### src/hw/rtl/wed_pkg.sv
// Shared types and constants for the wheel encoder delta unit.
package wed_pkg;

   localparam int POS_BITS   = 9;
   localparam int DELTA_BITS = POS_BITS + 1;
   localparam int CALC_BITS  = DELTA_BITS + 2;
   localparam int RAW_BITS   = 16;
   localparam int STEP_BITS  = 9;
   localparam int TPR_BITS   = 10;
   localparam int CSR_DATA_BITS = TPR_BITS;

   localparam logic [RAW_BITS-1:0] FRAME_CLEAR_MASK = 16'h0078;
   localparam logic [RAW_BITS-1:0] FRAME_SET_MASK   = 16'h3F7F;

   localparam logic [STEP_BITS-1:0] MAX_STEP_RESET      = 9'd100;
   localparam logic [TPR_BITS-1:0]  TICKS_PER_REV_RESET = 10'd512;

   typedef enum logic [1:0] {
      CSR_MAX_STEP      = 2'd0,
      CSR_TICKS_PER_REV = 2'd1,
      CSR_LEFT_REVERSE  = 2'd2,
      CSR_RIGHT_REVERSE = 2'd3
   } csr_index_type;

   typedef struct packed {
      logic [POS_BITS-1:0] pos;
      logic                bad;
   } frame_type;

   typedef struct packed {
      logic [STEP_BITS-1:0] max_step;
      logic [TPR_BITS-1:0]  ticks_per_rev;
   } wrap_cfg_type;

   typedef struct packed {
      logic signed [DELTA_BITS-1:0] delta;
      logic                         jump;
   } delta_type;

endpackage

### src/hw/rtl/wheel_encoder_delta_unit.sv
// An accepted request is held in the input register, then its result in the result register that drives the response.
// Throughput: one sample per cycle; the input register and the result register form a
// two-entry pipeline that advances whenever the result slot is empty or being taken.
// Reset: synchronous, active high; clears both valid flags, the stored previous
// positions and timer, and loads the configuration registers with their defaults.
// Top level of the wheel encoder delta unit.
module wheel_encoder_delta_unit #(
   parameter int TIMER_BITS = 16
) (
   input  logic clock,
   input  logic reset,

   // Request stream.
   input  logic                                    req_tvalid,
   output logic                                    req_tready,
   // req_tdata from bit 0: left_raw (16), right_raw (16), timer_count (TIMER_BITS), zero pad.
   input  logic [((2*wed_pkg::RAW_BITS+TIMER_BITS+7)/8)*8-1:0] req_tdata,

   // Response stream.
   output logic                                    rsp_tvalid,
   input  logic                                    rsp_tready,
   // rsp_tdata from bit 0: left_delta (10), right_delta (10),
   // elapsed_ticks (TIMER_BITS+1), zero pad.
   output logic [((2*wed_pkg::DELTA_BITS+TIMER_BITS+1+7)/8)*8-1:0] rsp_tdata,
   // rsp_tuser from bit 0: left_frame_error, right_frame_error,
   // left_jump_error, right_jump_error.
   output logic [3:0]                              rsp_tuser,

   // Configuration write port.
   input  logic                                    csr_wr_en,
   input  wed_pkg::csr_index_type                  csr_index,
   input  logic [wed_pkg::CSR_DATA_BITS-1:0]       csr_wdata
);
   import wed_pkg::*;

   localparam int RSP_TDATA_BITS = ((2*DELTA_BITS+TIMER_BITS+1+7)/8)*8;

   // Configuration registers.
   logic [STEP_BITS-1:0] max_step_ff, max_step_in;
   logic [TPR_BITS-1:0]  ticks_per_rev_ff, ticks_per_rev_in;
   logic                 left_reverse_ff, left_reverse_in;
   logic                 right_reverse_ff, right_reverse_in;

   // Input stage.
   logic                  in_valid_ff, in_valid_in;
   logic [RAW_BITS-1:0]   in_left_ff, in_left_in;
   logic [RAW_BITS-1:0]   in_right_ff, in_right_in;
   logic [TIMER_BITS-1:0] in_timer_ff, in_timer_in;

   // Sample history; updated as each sample moves into the result register.
   logic [POS_BITS-1:0]   prev_left_ff, prev_left_in;
   logic [POS_BITS-1:0]   prev_right_ff, prev_right_in;
   logic [TIMER_BITS-1:0] prev_timer_ff, prev_timer_in;

   // Result register.
   logic                  out_valid_ff, out_valid_in;
   delta_type             out_left_ff, out_left_in;
   delta_type             out_right_ff, out_right_in;
   logic [TIMER_BITS:0]   out_elapsed_ff, out_elapsed_in;
   logic                  out_left_bad_ff, out_left_bad_in;
   logic                  out_right_bad_ff, out_right_bad_in;

   logic                  req_accept;
   logic                  advance;
   logic                  move;
   frame_type             left_frame;
   frame_type             right_frame;
   wrap_cfg_type          wrap_cfg;
   delta_type             left_result;
   delta_type             right_result;
   logic [TIMER_BITS-1:0] timer_diff;

   // The result slot frees up when it is empty or its transaction completes this cycle,
   // so a new request is taken every cycle unless the response side stalls.
   assign advance    = !out_valid_ff || rsp_tready;
   assign move       = in_valid_ff && advance;
   assign req_tready = !in_valid_ff || advance;
   assign req_accept = req_tvalid && req_tready;

   // Configuration register decode.
   always_comb begin
      max_step_in      = max_step_ff;
      ticks_per_rev_in = ticks_per_rev_ff;
      left_reverse_in  = left_reverse_ff;
      right_reverse_in = right_reverse_ff;
      if (csr_wr_en) begin
         unique case (csr_index)
            CSR_MAX_STEP:      max_step_in      = csr_wdata[STEP_BITS-1:0];
            CSR_TICKS_PER_REV: ticks_per_rev_in = csr_wdata[TPR_BITS-1:0];
            CSR_LEFT_REVERSE:  left_reverse_in  = csr_wdata[0];
            CSR_RIGHT_REVERSE: right_reverse_in = csr_wdata[0];
            default: begin
            end
         endcase
      end
   end

   assign wrap_cfg.max_step      = max_step_ff;
   assign wrap_cfg.ticks_per_rev = ticks_per_rev_ff;

   wed_frame_unpack u_left_unpack (
      .raw   (in_left_ff),
      .frame (left_frame)
   );

   wed_frame_unpack u_right_unpack (
      .raw   (in_right_ff),
      .frame (right_frame)
   );

   wed_wrap_delta u_left_delta (
      .now_pos    (left_frame.pos),
      .before_pos (prev_left_ff),
      .reverse    (left_reverse_ff),
      .cfg        (wrap_cfg),
      .result     (left_result)
   );

   wed_wrap_delta u_right_delta (
      .now_pos    (right_frame.pos),
      .before_pos (prev_right_ff),
      .reverse    (right_reverse_ff),
      .cfg        (wrap_cfg),
      .result     (right_result)
   );

   // Elapsed time wraps modulo the timer period; equal readings count as a full period,
   // which is exactly the carry bit set over an all-zero difference.
   assign timer_diff = in_timer_ff - prev_timer_ff;

   always_comb begin
      in_valid_in = in_valid_ff;
      in_left_in  = in_left_ff;
      in_right_in = in_right_ff;
      in_timer_in = in_timer_ff;
      if (req_accept) begin
         in_valid_in = 1'b1;
         in_left_in  = req_tdata[RAW_BITS-1:0];
         in_right_in = req_tdata[2*RAW_BITS-1:RAW_BITS];
         in_timer_in = req_tdata[2*RAW_BITS+TIMER_BITS-1:2*RAW_BITS];
      end else if (move) begin
         in_valid_in = 1'b0;
      end
   end

   always_comb begin
      out_valid_in     = out_valid_ff;
      out_left_in      = out_left_ff;
      out_right_in     = out_right_ff;
      out_elapsed_in   = out_elapsed_ff;
      out_left_bad_in  = out_left_bad_ff;
      out_right_bad_in = out_right_bad_ff;
      prev_left_in     = prev_left_ff;
      prev_right_in    = prev_right_ff;
      prev_timer_in    = prev_timer_ff;
      if (move) begin
         out_valid_in     = 1'b1;
         out_left_in      = left_result;
         out_right_in     = right_result;
         out_elapsed_in   = {(timer_diff == '0), timer_diff};
         out_left_bad_in  = left_frame.bad;
         out_right_bad_in = right_frame.bad;
         // History always advances, including after frame and jump errors.
         prev_left_in     = left_frame.pos;
         prev_right_in    = right_frame.pos;
         prev_timer_in    = in_timer_ff;
      end else if (rsp_tready) begin
         out_valid_in = 1'b0;
      end
   end

   always_ff @(posedge clock) begin
      if (reset) begin
         max_step_ff      <= MAX_STEP_RESET;
         ticks_per_rev_ff <= TICKS_PER_REV_RESET;
         left_reverse_ff  <= 1'b0;
         right_reverse_ff <= 1'b0;
         in_valid_ff      <= 1'b0;
         out_valid_ff     <= 1'b0;
         prev_left_ff     <= '0;
         prev_right_ff    <= '0;
         prev_timer_ff    <= '0;
      end else begin
         max_step_ff      <= max_step_in;
         ticks_per_rev_ff <= ticks_per_rev_in;
         left_reverse_ff  <= left_reverse_in;
         right_reverse_ff <= right_reverse_in;
         in_valid_ff      <= in_valid_in;
         out_valid_ff     <= out_valid_in;
         prev_left_ff     <= prev_left_in;
         prev_right_ff    <= prev_right_in;
         prev_timer_ff    <= prev_timer_in;
      end
   end

   // Payload registers carry no reset.
   always_ff @(posedge clock) begin
      in_left_ff       <= in_left_in;
      in_right_ff      <= in_right_in;
      in_timer_ff      <= in_timer_in;
      out_left_ff      <= out_left_in;
      out_right_ff     <= out_right_in;
      out_elapsed_ff   <= out_elapsed_in;
      out_left_bad_ff  <= out_left_bad_in;
      out_right_bad_ff <= out_right_bad_in;
   end

   assign rsp_tvalid = out_valid_ff;
   assign rsp_tdata  = RSP_TDATA_BITS'({out_elapsed_ff, out_right_ff.delta, out_left_ff.delta});
   assign rsp_tuser  = {out_right_ff.jump, out_left_ff.jump, out_right_bad_ff, out_left_bad_ff};

   // A rejected jump always reports a zero change.
   assert property (@(posedge clock) disable iff (reset)
      (out_valid_ff && out_left_ff.jump) |-> (out_left_ff.delta == '0))
      else $error("left jump reported with nonzero delta");

   assert property (@(posedge clock) disable iff (reset)
      (out_valid_ff && out_right_ff.jump) |-> (out_right_ff.delta == '0))
      else $error("right jump reported with nonzero delta");

   // A bad frame is stored as position zero for the next sample.
   assert property (@(posedge clock) disable iff (reset)
      (out_valid_ff && out_left_bad_ff) |-> (prev_left_ff == '0))
      else $error("left frame error did not store position zero");

   // Elapsed time is never zero.
   assert property (@(posedge clock) disable iff (reset)
      out_valid_ff |-> (out_elapsed_ff != '0))
      else $error("elapsed ticks of zero");

   // The request side only stalls when both pipeline slots are held.
   assert property (@(posedge clock) disable iff (reset)
      !req_tready |-> (in_valid_ff && out_valid_ff && !rsp_tready))
      else $error("request stalled with a free pipeline slot");

endmodule

### src/hw/rtl/wed_frame_unpack.sv
// Frame check and position unpack for one raw encoder word.
module wed_frame_unpack (
   input  logic [wed_pkg::RAW_BITS-1:0] raw,
   output wed_pkg::frame_type           frame
);
   import wed_pkg::*;

   logic clear_fail;
   logic set_fail;

   // Bits 6..3 must be clear; bits 15, 14 and 7 must be set.
   assign clear_fail = |(raw & FRAME_CLEAR_MASK);
   assign set_fail   = |(~(raw | FRAME_SET_MASK));

   always_comb begin
      frame.bad = clear_fail || set_fail;
      frame.pos = frame.bad ? '0 : {raw[13:8], raw[2:0]};
   end

endmodule

### src/hw/rtl/wed_wrap_delta.sv
// Wrap-aware signed position change with jump rejection for one wheel.
module wed_wrap_delta (
   input  logic [wed_pkg::POS_BITS-1:0] now_pos,
   input  logic [wed_pkg::POS_BITS-1:0] before_pos,
   input  logic                         reverse,
   input  wed_pkg::wrap_cfg_type        cfg,
   output wed_pkg::delta_type           result
);
   import wed_pkg::*;

   logic signed [CALC_BITS-1:0] now_s;
   logic signed [CALC_BITS-1:0] before_s;
   logic signed [CALC_BITS-1:0] diff;
   logic signed [CALC_BITS-1:0] abs_diff;
   logic signed [CALC_BITS-1:0] mod_s;
   logic signed [CALC_BITS-1:0] lim_s;
   logic signed [CALC_BITS-1:0] rem;
   logic signed [CALC_BITS-1:0] abs_rem;
   logic signed [CALC_BITS-1:0] wrapped;

   always_comb begin
      now_s    = signed'({{(CALC_BITS-POS_BITS){1'b0}}, now_pos});
      before_s = signed'({{(CALC_BITS-POS_BITS){1'b0}}, before_pos});
      mod_s    = signed'({{(CALC_BITS-TPR_BITS){1'b0}}, cfg.ticks_per_rev});
      lim_s    = signed'({{(CALC_BITS-STEP_BITS){1'b0}}, cfg.max_step});
      diff     = reverse ? (before_s - now_s) : (now_s - before_s);
      abs_diff = (diff < 0) ? -diff : diff;
      rem      = mod_s - abs_diff;
      abs_rem  = (rem < 0) ? -rem : rem;
      wrapped  = (diff >= 0) ? (diff - mod_s) : (diff + mod_s);

      // Direct change first, then the change taken the other way round the wheel.
      if (abs_diff <= lim_s) begin
         result.delta = diff[DELTA_BITS-1:0];
         result.jump  = 1'b0;
      end else if (abs_rem <= lim_s) begin
         result.delta = wrapped[DELTA_BITS-1:0];
         result.jump  = 1'b0;
      end else begin
         result.delta = '0;
         result.jump  = 1'b1;
      end
   end

endmodule
### config.mk
export PLATFORM = sky130hd
export DESIGN_NAME = wheel_encoder_delta_unit
export DESIGN_NICKNAME = d
export VERILOG_FILES = /design/src/hw/rtl/wed_pkg.sv /design/src/hw/rtl/wheel_encoder_delta_unit.sv /design/src/hw/rtl/wed_frame_unpack.sv /design/src/hw/rtl/wed_wrap_delta.sv
export SDC_FILE = /design/constraint.sdc
export NUM_CORES = 1
export LEC_CHECK = 0
export BUFFER_PORTS_ARGS = -buffer_cell sky130_fd_sc_hd__buf_2
export CAP_MARGIN = 20
export CELL_PAD_IN_SITES_DETAIL_PLACEMENT = 0
export CELL_PAD_IN_SITES_GLOBAL_PLACEMENT = 1
export CORE_AREA = 2 2 122 242
export CTS_BUF_LIST = sky130_fd_sc_hd__clkbuf_8
export DETAILED_ROUTE_END_ITERATION = 8
export DIE_AREA = 0 0 124 244
export MAX_ROUTING_LAYER = met4
export PLACE_DENSITY = 0.78
export SYNTH_ARGS = -nofsm -noshare
export SYNTH_HDL_FRONTEND = slang
export SYNTH_SLANG_ARGS = --single-unit
### constraint.sdc
create_clock -name clock -period 8.5 [get_ports clock]
set_clock_uncertainty 0.1 [all_clocks]
set_input_delay 1.7 -clock clock [delete_from_list [all_inputs] [get_ports clock]]
set_output_delay 1.7 -clock clock [all_outputs]
set_load 0.01 [all_outputs]
==> results.sh <==
export IMPL_run_status="complete, no violations"
export IMPL_place_detailed_instances=1677
export IMPL_timing_critical_path_slowest_cell_delay_ps=530
export IMPL_horizontal_die_dimension_um=124
export IMPL_avgSynthCellArea_sq_um=8.99
export IMPL_fill_cells=2884
export IMPL_synthMostInstantiatedCell="sky130_fd_sc_hd__ha_1"
export IMPL_grt_pass1_vias=9330
export IMPL_synth_yosys_seq_area_share_pct=34.0
export IMPL_global_route_usage_total_pct=20.5
export IMPL_vdd_drop_max_mv=0.110
export IMPL_cp_max_fo=16
export IMPL_worst_hold_startpoint="prev_timer_ff[6]$_SDFFE_PP0P_"
export IMPL_data_required_time_at_the_worst_endpoint_ps=8690
export IMPL_port_buffer_count=107
export IMPL_starting_drt_drc_count=374
export IMPL_power_share_combinational_pct=25.1
export IMPL_final_min_period_over_clock_period_pct=88.9
export IMPL_power_leakage_nw=5.32
export IMPL_antenna_found_initial=1
export IMPL_cell_internal_pwr_mw=1.27
export IMPL_synth_flop_cell="sky130_fd_sc_hd__edfxtp_1"
export IMPL_yosys_area_top_type_share_pct=23.8
export IMPL_timing_critical_path_from_type="flip-flop"
export IMPL_cts_repair_timing_setup_buffer_count=0
export IMPL_cp_end_kind="flip-flop"
export IMPL_ys_top_cells_by_count="132 x sky130_fd_sc_hd__ha_1, 127 x sky130_fd_sc_hd__inv_1, 127 x sky130_fd_sc_hd__nand2_1"
export IMPL_count_of_flip_flops_with_a_built_in_enable_after_synthesis=89
export IMPL_grt_setup_unrepaired="no"
export IMPL_synth_seq_cells=146
export IMPL_proportion_of_layout_cells_with_a_drive_suffix_above_1_pct=13.3
export IMPL_globalRouteOverflowTotal=0
export IMPL_max_freq_mhz=132
export IMPL_root_buffer="sky130_fd_sc_hd__clkbuf_8"
export IMPL_design_final_nets=1547
export IMPL_floorplan_die_area_sq_mm=0.0303
export IMPL_max_transition_viols_final=0
export IMPL_postRouteAntennaNets=0
export IMPL_whs_endpoint="prev_timer_ff[6]$_SDFFE_PP0P_"
export IMPL_numCtsBuffers=17
export IMPL_cts_repair_resize_count=0
export IMPL_min_path_type="reg -> reg"
export IMPL_timing_setup_critical_path_class="reg -> reg"
export IMPL_synth_cell_types=89
export IMPL_remaining_drc_errors=0
export IMPL_final_hold_viol_count=0
export IMPL_r2r_cells=31
export IMPL_numClockSinks=146
export IMPL_worst_slew_pin_slew_ps=983
export IMPL_fin_tns_setup_ps=0
export IMPL_holdBufCountCts=0
export IMPL_reg2reg_to="rsp_tdata[17]$_DFFE_PP_"
export IMPL_yosys_warnings=0
export IMPL_worst_path_most_repeated_cell="sky130_fd_sc_hd__o21ai_0"
export IMPL_synth_top_cells_by_area="sky130_fd_sc_hd__edfxtp_1 24%, sky130_fd_sc_hd__ha_1 15%, sky130_fd_sc_hd__dfxtp_1 10%"
export IMPL_io_pins=111
export IMPL_syn_cell_area_sq_mm=0.0112
export IMPL_power_switching_mw=0.593
export IMPL_htree_levels=4
export IMPL_maxCapViolations=0
export IMPL_powerDensity_mw_per_mm2=149
export IMPL_via_count_normalized_by_instance_count=5.34
export IMPL_max_clock_path_buffers=2
export IMPL_core_rowCount=87
export IMPL_vias=9133
export IMPL_dr_pass1_iters=7
export IMPL_clk_insertion_delay_late_ps=480
export IMPL_post_layout_total_power_mw=1.87
export IMPL_core_region_area_sq_mm=0.0283
export IMPL_cts_tree="built"
export IMPL_cp_slowest_cell="sky130_fd_sc_hd__or4_1"
export IMPL_fp_dieH_um=244
export IMPL_initial_core_util_pct=39.6
export IMPL_clock_power_share_pct=31.6
export IMPL_syn_inst=1247
export IMPL_async_flop_share_pct=0
export IMPL_pin_count_of_the_biggest_net_entering_global_routing=58
export IMPL_wl_per_cell_um=16.9
export IMPL_grt_pass1_wl_mm=46.1
export IMPL_final_cell_count_no_fill=1711
export IMPL_crit_arrival_ps=7740
export IMPL_cell_type_with_the_largest_total_area_after_synthesis="sky130_fd_sc_hd__edfxtp_1"
export IMPL_timing_hold_worst_path_depth=2
export IMPL_cts_reportedPaths_clkPinSlew_ps=80
export IMPL_areaGrowthSynthToFinish_pct=11.6
export IMPL_final_min_clock_period_ps=7550
export IMPL_power_sequential_fraction_pct=43.3
export IMPL_final_setup_viol_count=0
export IMPL_routabilityCongestion=0.886
export IMPL_reg2reg_launch_point="in_right_ff[6]$_DFFE_PP_"
export IMPL_place_hpwl_mm=22.9
export IMPL_worst_slew_margin_rel_pct=34.2
export IMPL_postRouteWirelength_mm=28.9
export IMPL_net_switching_share_of_the_total_power_pct=31.8
export IMPL_timing_reg2reg_setup_slack_ps=950
-- power by group through the flow --
stage | logic, mW | clock network, mW | registers [mW]
floorplan | 0.344 | 0 | 0.824
finish | 0.469 | 0.590 | 0.809
detailed placement | 0.470 | 0 | 0.825
global route | 0.526 | 0.639 | 0.812
global placement | 0.465 | 0 | 0.825
CTS | 0.473 | 0.613 | 0.809
-- area by class of cell --
type / instances / area (sq um) / share of cell area, %
multi-input combinational: 932 / 6750 / 54.0
clock inverter: 15 / 185 / 1.48
clock buffer: 17 / 234 / 1.87
inverter: 129 / 484 / 3.87
sequential: 146 / 3810 / 30.5
timing repair buffer: 115 / 596 / 4.76
tap: 356 / 445 / 3.56
antenna: 1 / 2.50 / 0.0200
-- placed cells by master, fill, tap and decap left out, types with 11 or more instances in the layout --
cell                       netlist  layout
sky130_fd_sc_hd__edfxtp_1       89      89
sky130_fd_sc_hd__nor2_1         92      92
sky130_fd_sc_hd__a21oi_1        98      98
sky130_fd_sc_hd__o21ai_0        44      44
sky130_fd_sc_hd__nor2b_1        19      19
sky130_fd_sc_hd__a21o_1         24      24
sky130_fd_sc_hd__o21a_1         11      11
sky130_fd_sc_hd__mux2i_1        16      16
sky130_fd_sc_hd__xor2_1         22      22
sky130_fd_sc_hd__a31oi_1        11      11
sky130_fd_sc_hd__clkbuf_8        0      17
sky130_fd_sc_hd__nand2b_1       18      18
sky130_fd_sc_hd__buf_2           5     107
sky130_fd_sc_hd__nand2_1       127     127
sky130_fd_sc_hd__nor3_1         17      17
sky130_fd_sc_hd__nand3_1        21      21
sky130_fd_sc_hd__inv_1         127     129
sky130_fd_sc_hd__dfxtp_1        57      57
sky130_fd_sc_hd__ha_1          132     132
sky130_fd_sc_hd__xnor2_1        74      74
-- sequential cells by signal, summed over array words and instances, names as in the netlist --
| register | flops |
|---|---|
| ticks_per_rev_ff | 10 |
| out_elapsed_ff | 17 |
| in_valid_ff | 1 |
| prev_timer_ff | 16 |
| rsp_tuser | 2 |
| right_reverse_ff | 1 |
| out_right_bad_ff | 1 |
| prev_right_ff | 9 |
| out_left_bad_ff | 1 |
| in_timer_ff | 16 |
| in_left_ff | 16 |
| left_reverse_ff | 1 |
| in_right_ff | 16 |
| max_step_ff | 9 |
| prev_left_ff | 9 |
| rsp_tdata | 20 |
| rsp_tvalid | 1 |
-- worst max path at each step --
stage                             start                      end  slack [ps]
6_report       in_right_ff[6]$_DFFE_PP_  rsp_tdata[17]$_DFFE_PP_         950
3_5_place_dp   in_right_ff[6]$_DFFE_PP_  rsp_tdata[17]$_DFFE_PP_         920
2_1_floorplan   in_left_ff[5]$_DFFE_PP_   rsp_tdata[4]$_DFFE_PP_        1400
3_3_place_gp   in_right_ff[6]$_DFFE_PP_  rsp_tdata[16]$_DFFE_PP_        1030
4_1_cts        in_right_ff[6]$_DFFE_PP_  rsp_tdata[17]$_DFFE_PP_         930
5_1_grt        in_right_ff[6]$_DFFE_PP_  rsp_tdata[17]$_DFFE_PP_         170
-- worst max-delay path, delay by kind of cell (launching register included) --
kind            cells  cell delay [ps]
compound gates     17             3700
simple gates        6             1450
fa+ha+maj           3              920
buf+inv             3              510
flops               1              370
xor+xnor            2              340
-- per-stage QoR --
stage	util (%)	worst slack, ps	instance area (sq um)	hold slack [ps]
after floorplan	-	1400	11200	336
after global placement	42.7	1030	12100	342
after detailed placement	42.7	918	12100	346
after CTS	44.2	926	12500	358
after global routing	44.2	175	12500	374
final	44.2	947	12500	357
-- cell families after synthesis --
| family | count (synthesis) | share of synthesized area [%] |
|---|---|---|
| fa+ha+maj | 141 | 16.3 |
| mux | 21 | 1.93 |
| xor+xnor | 98 | 7.89 |
| compound gates | 296 | 17.6 |
| other cells | 1 | 0.0335 |
| flops | 146 | 34.0 |
| simple gates | 373 | 16.2 |
| buf+inv | 171 | 5.99 |
-- metal layers --
metal  share of wire (%)  GRT usage [%]
met1                  34           18.5
met2                  57           38.9
met3                 2.9           3.43
met4                 5.6           11.7
met5                   0              -
Note: power is estimated with default switching activity, not from simulation.
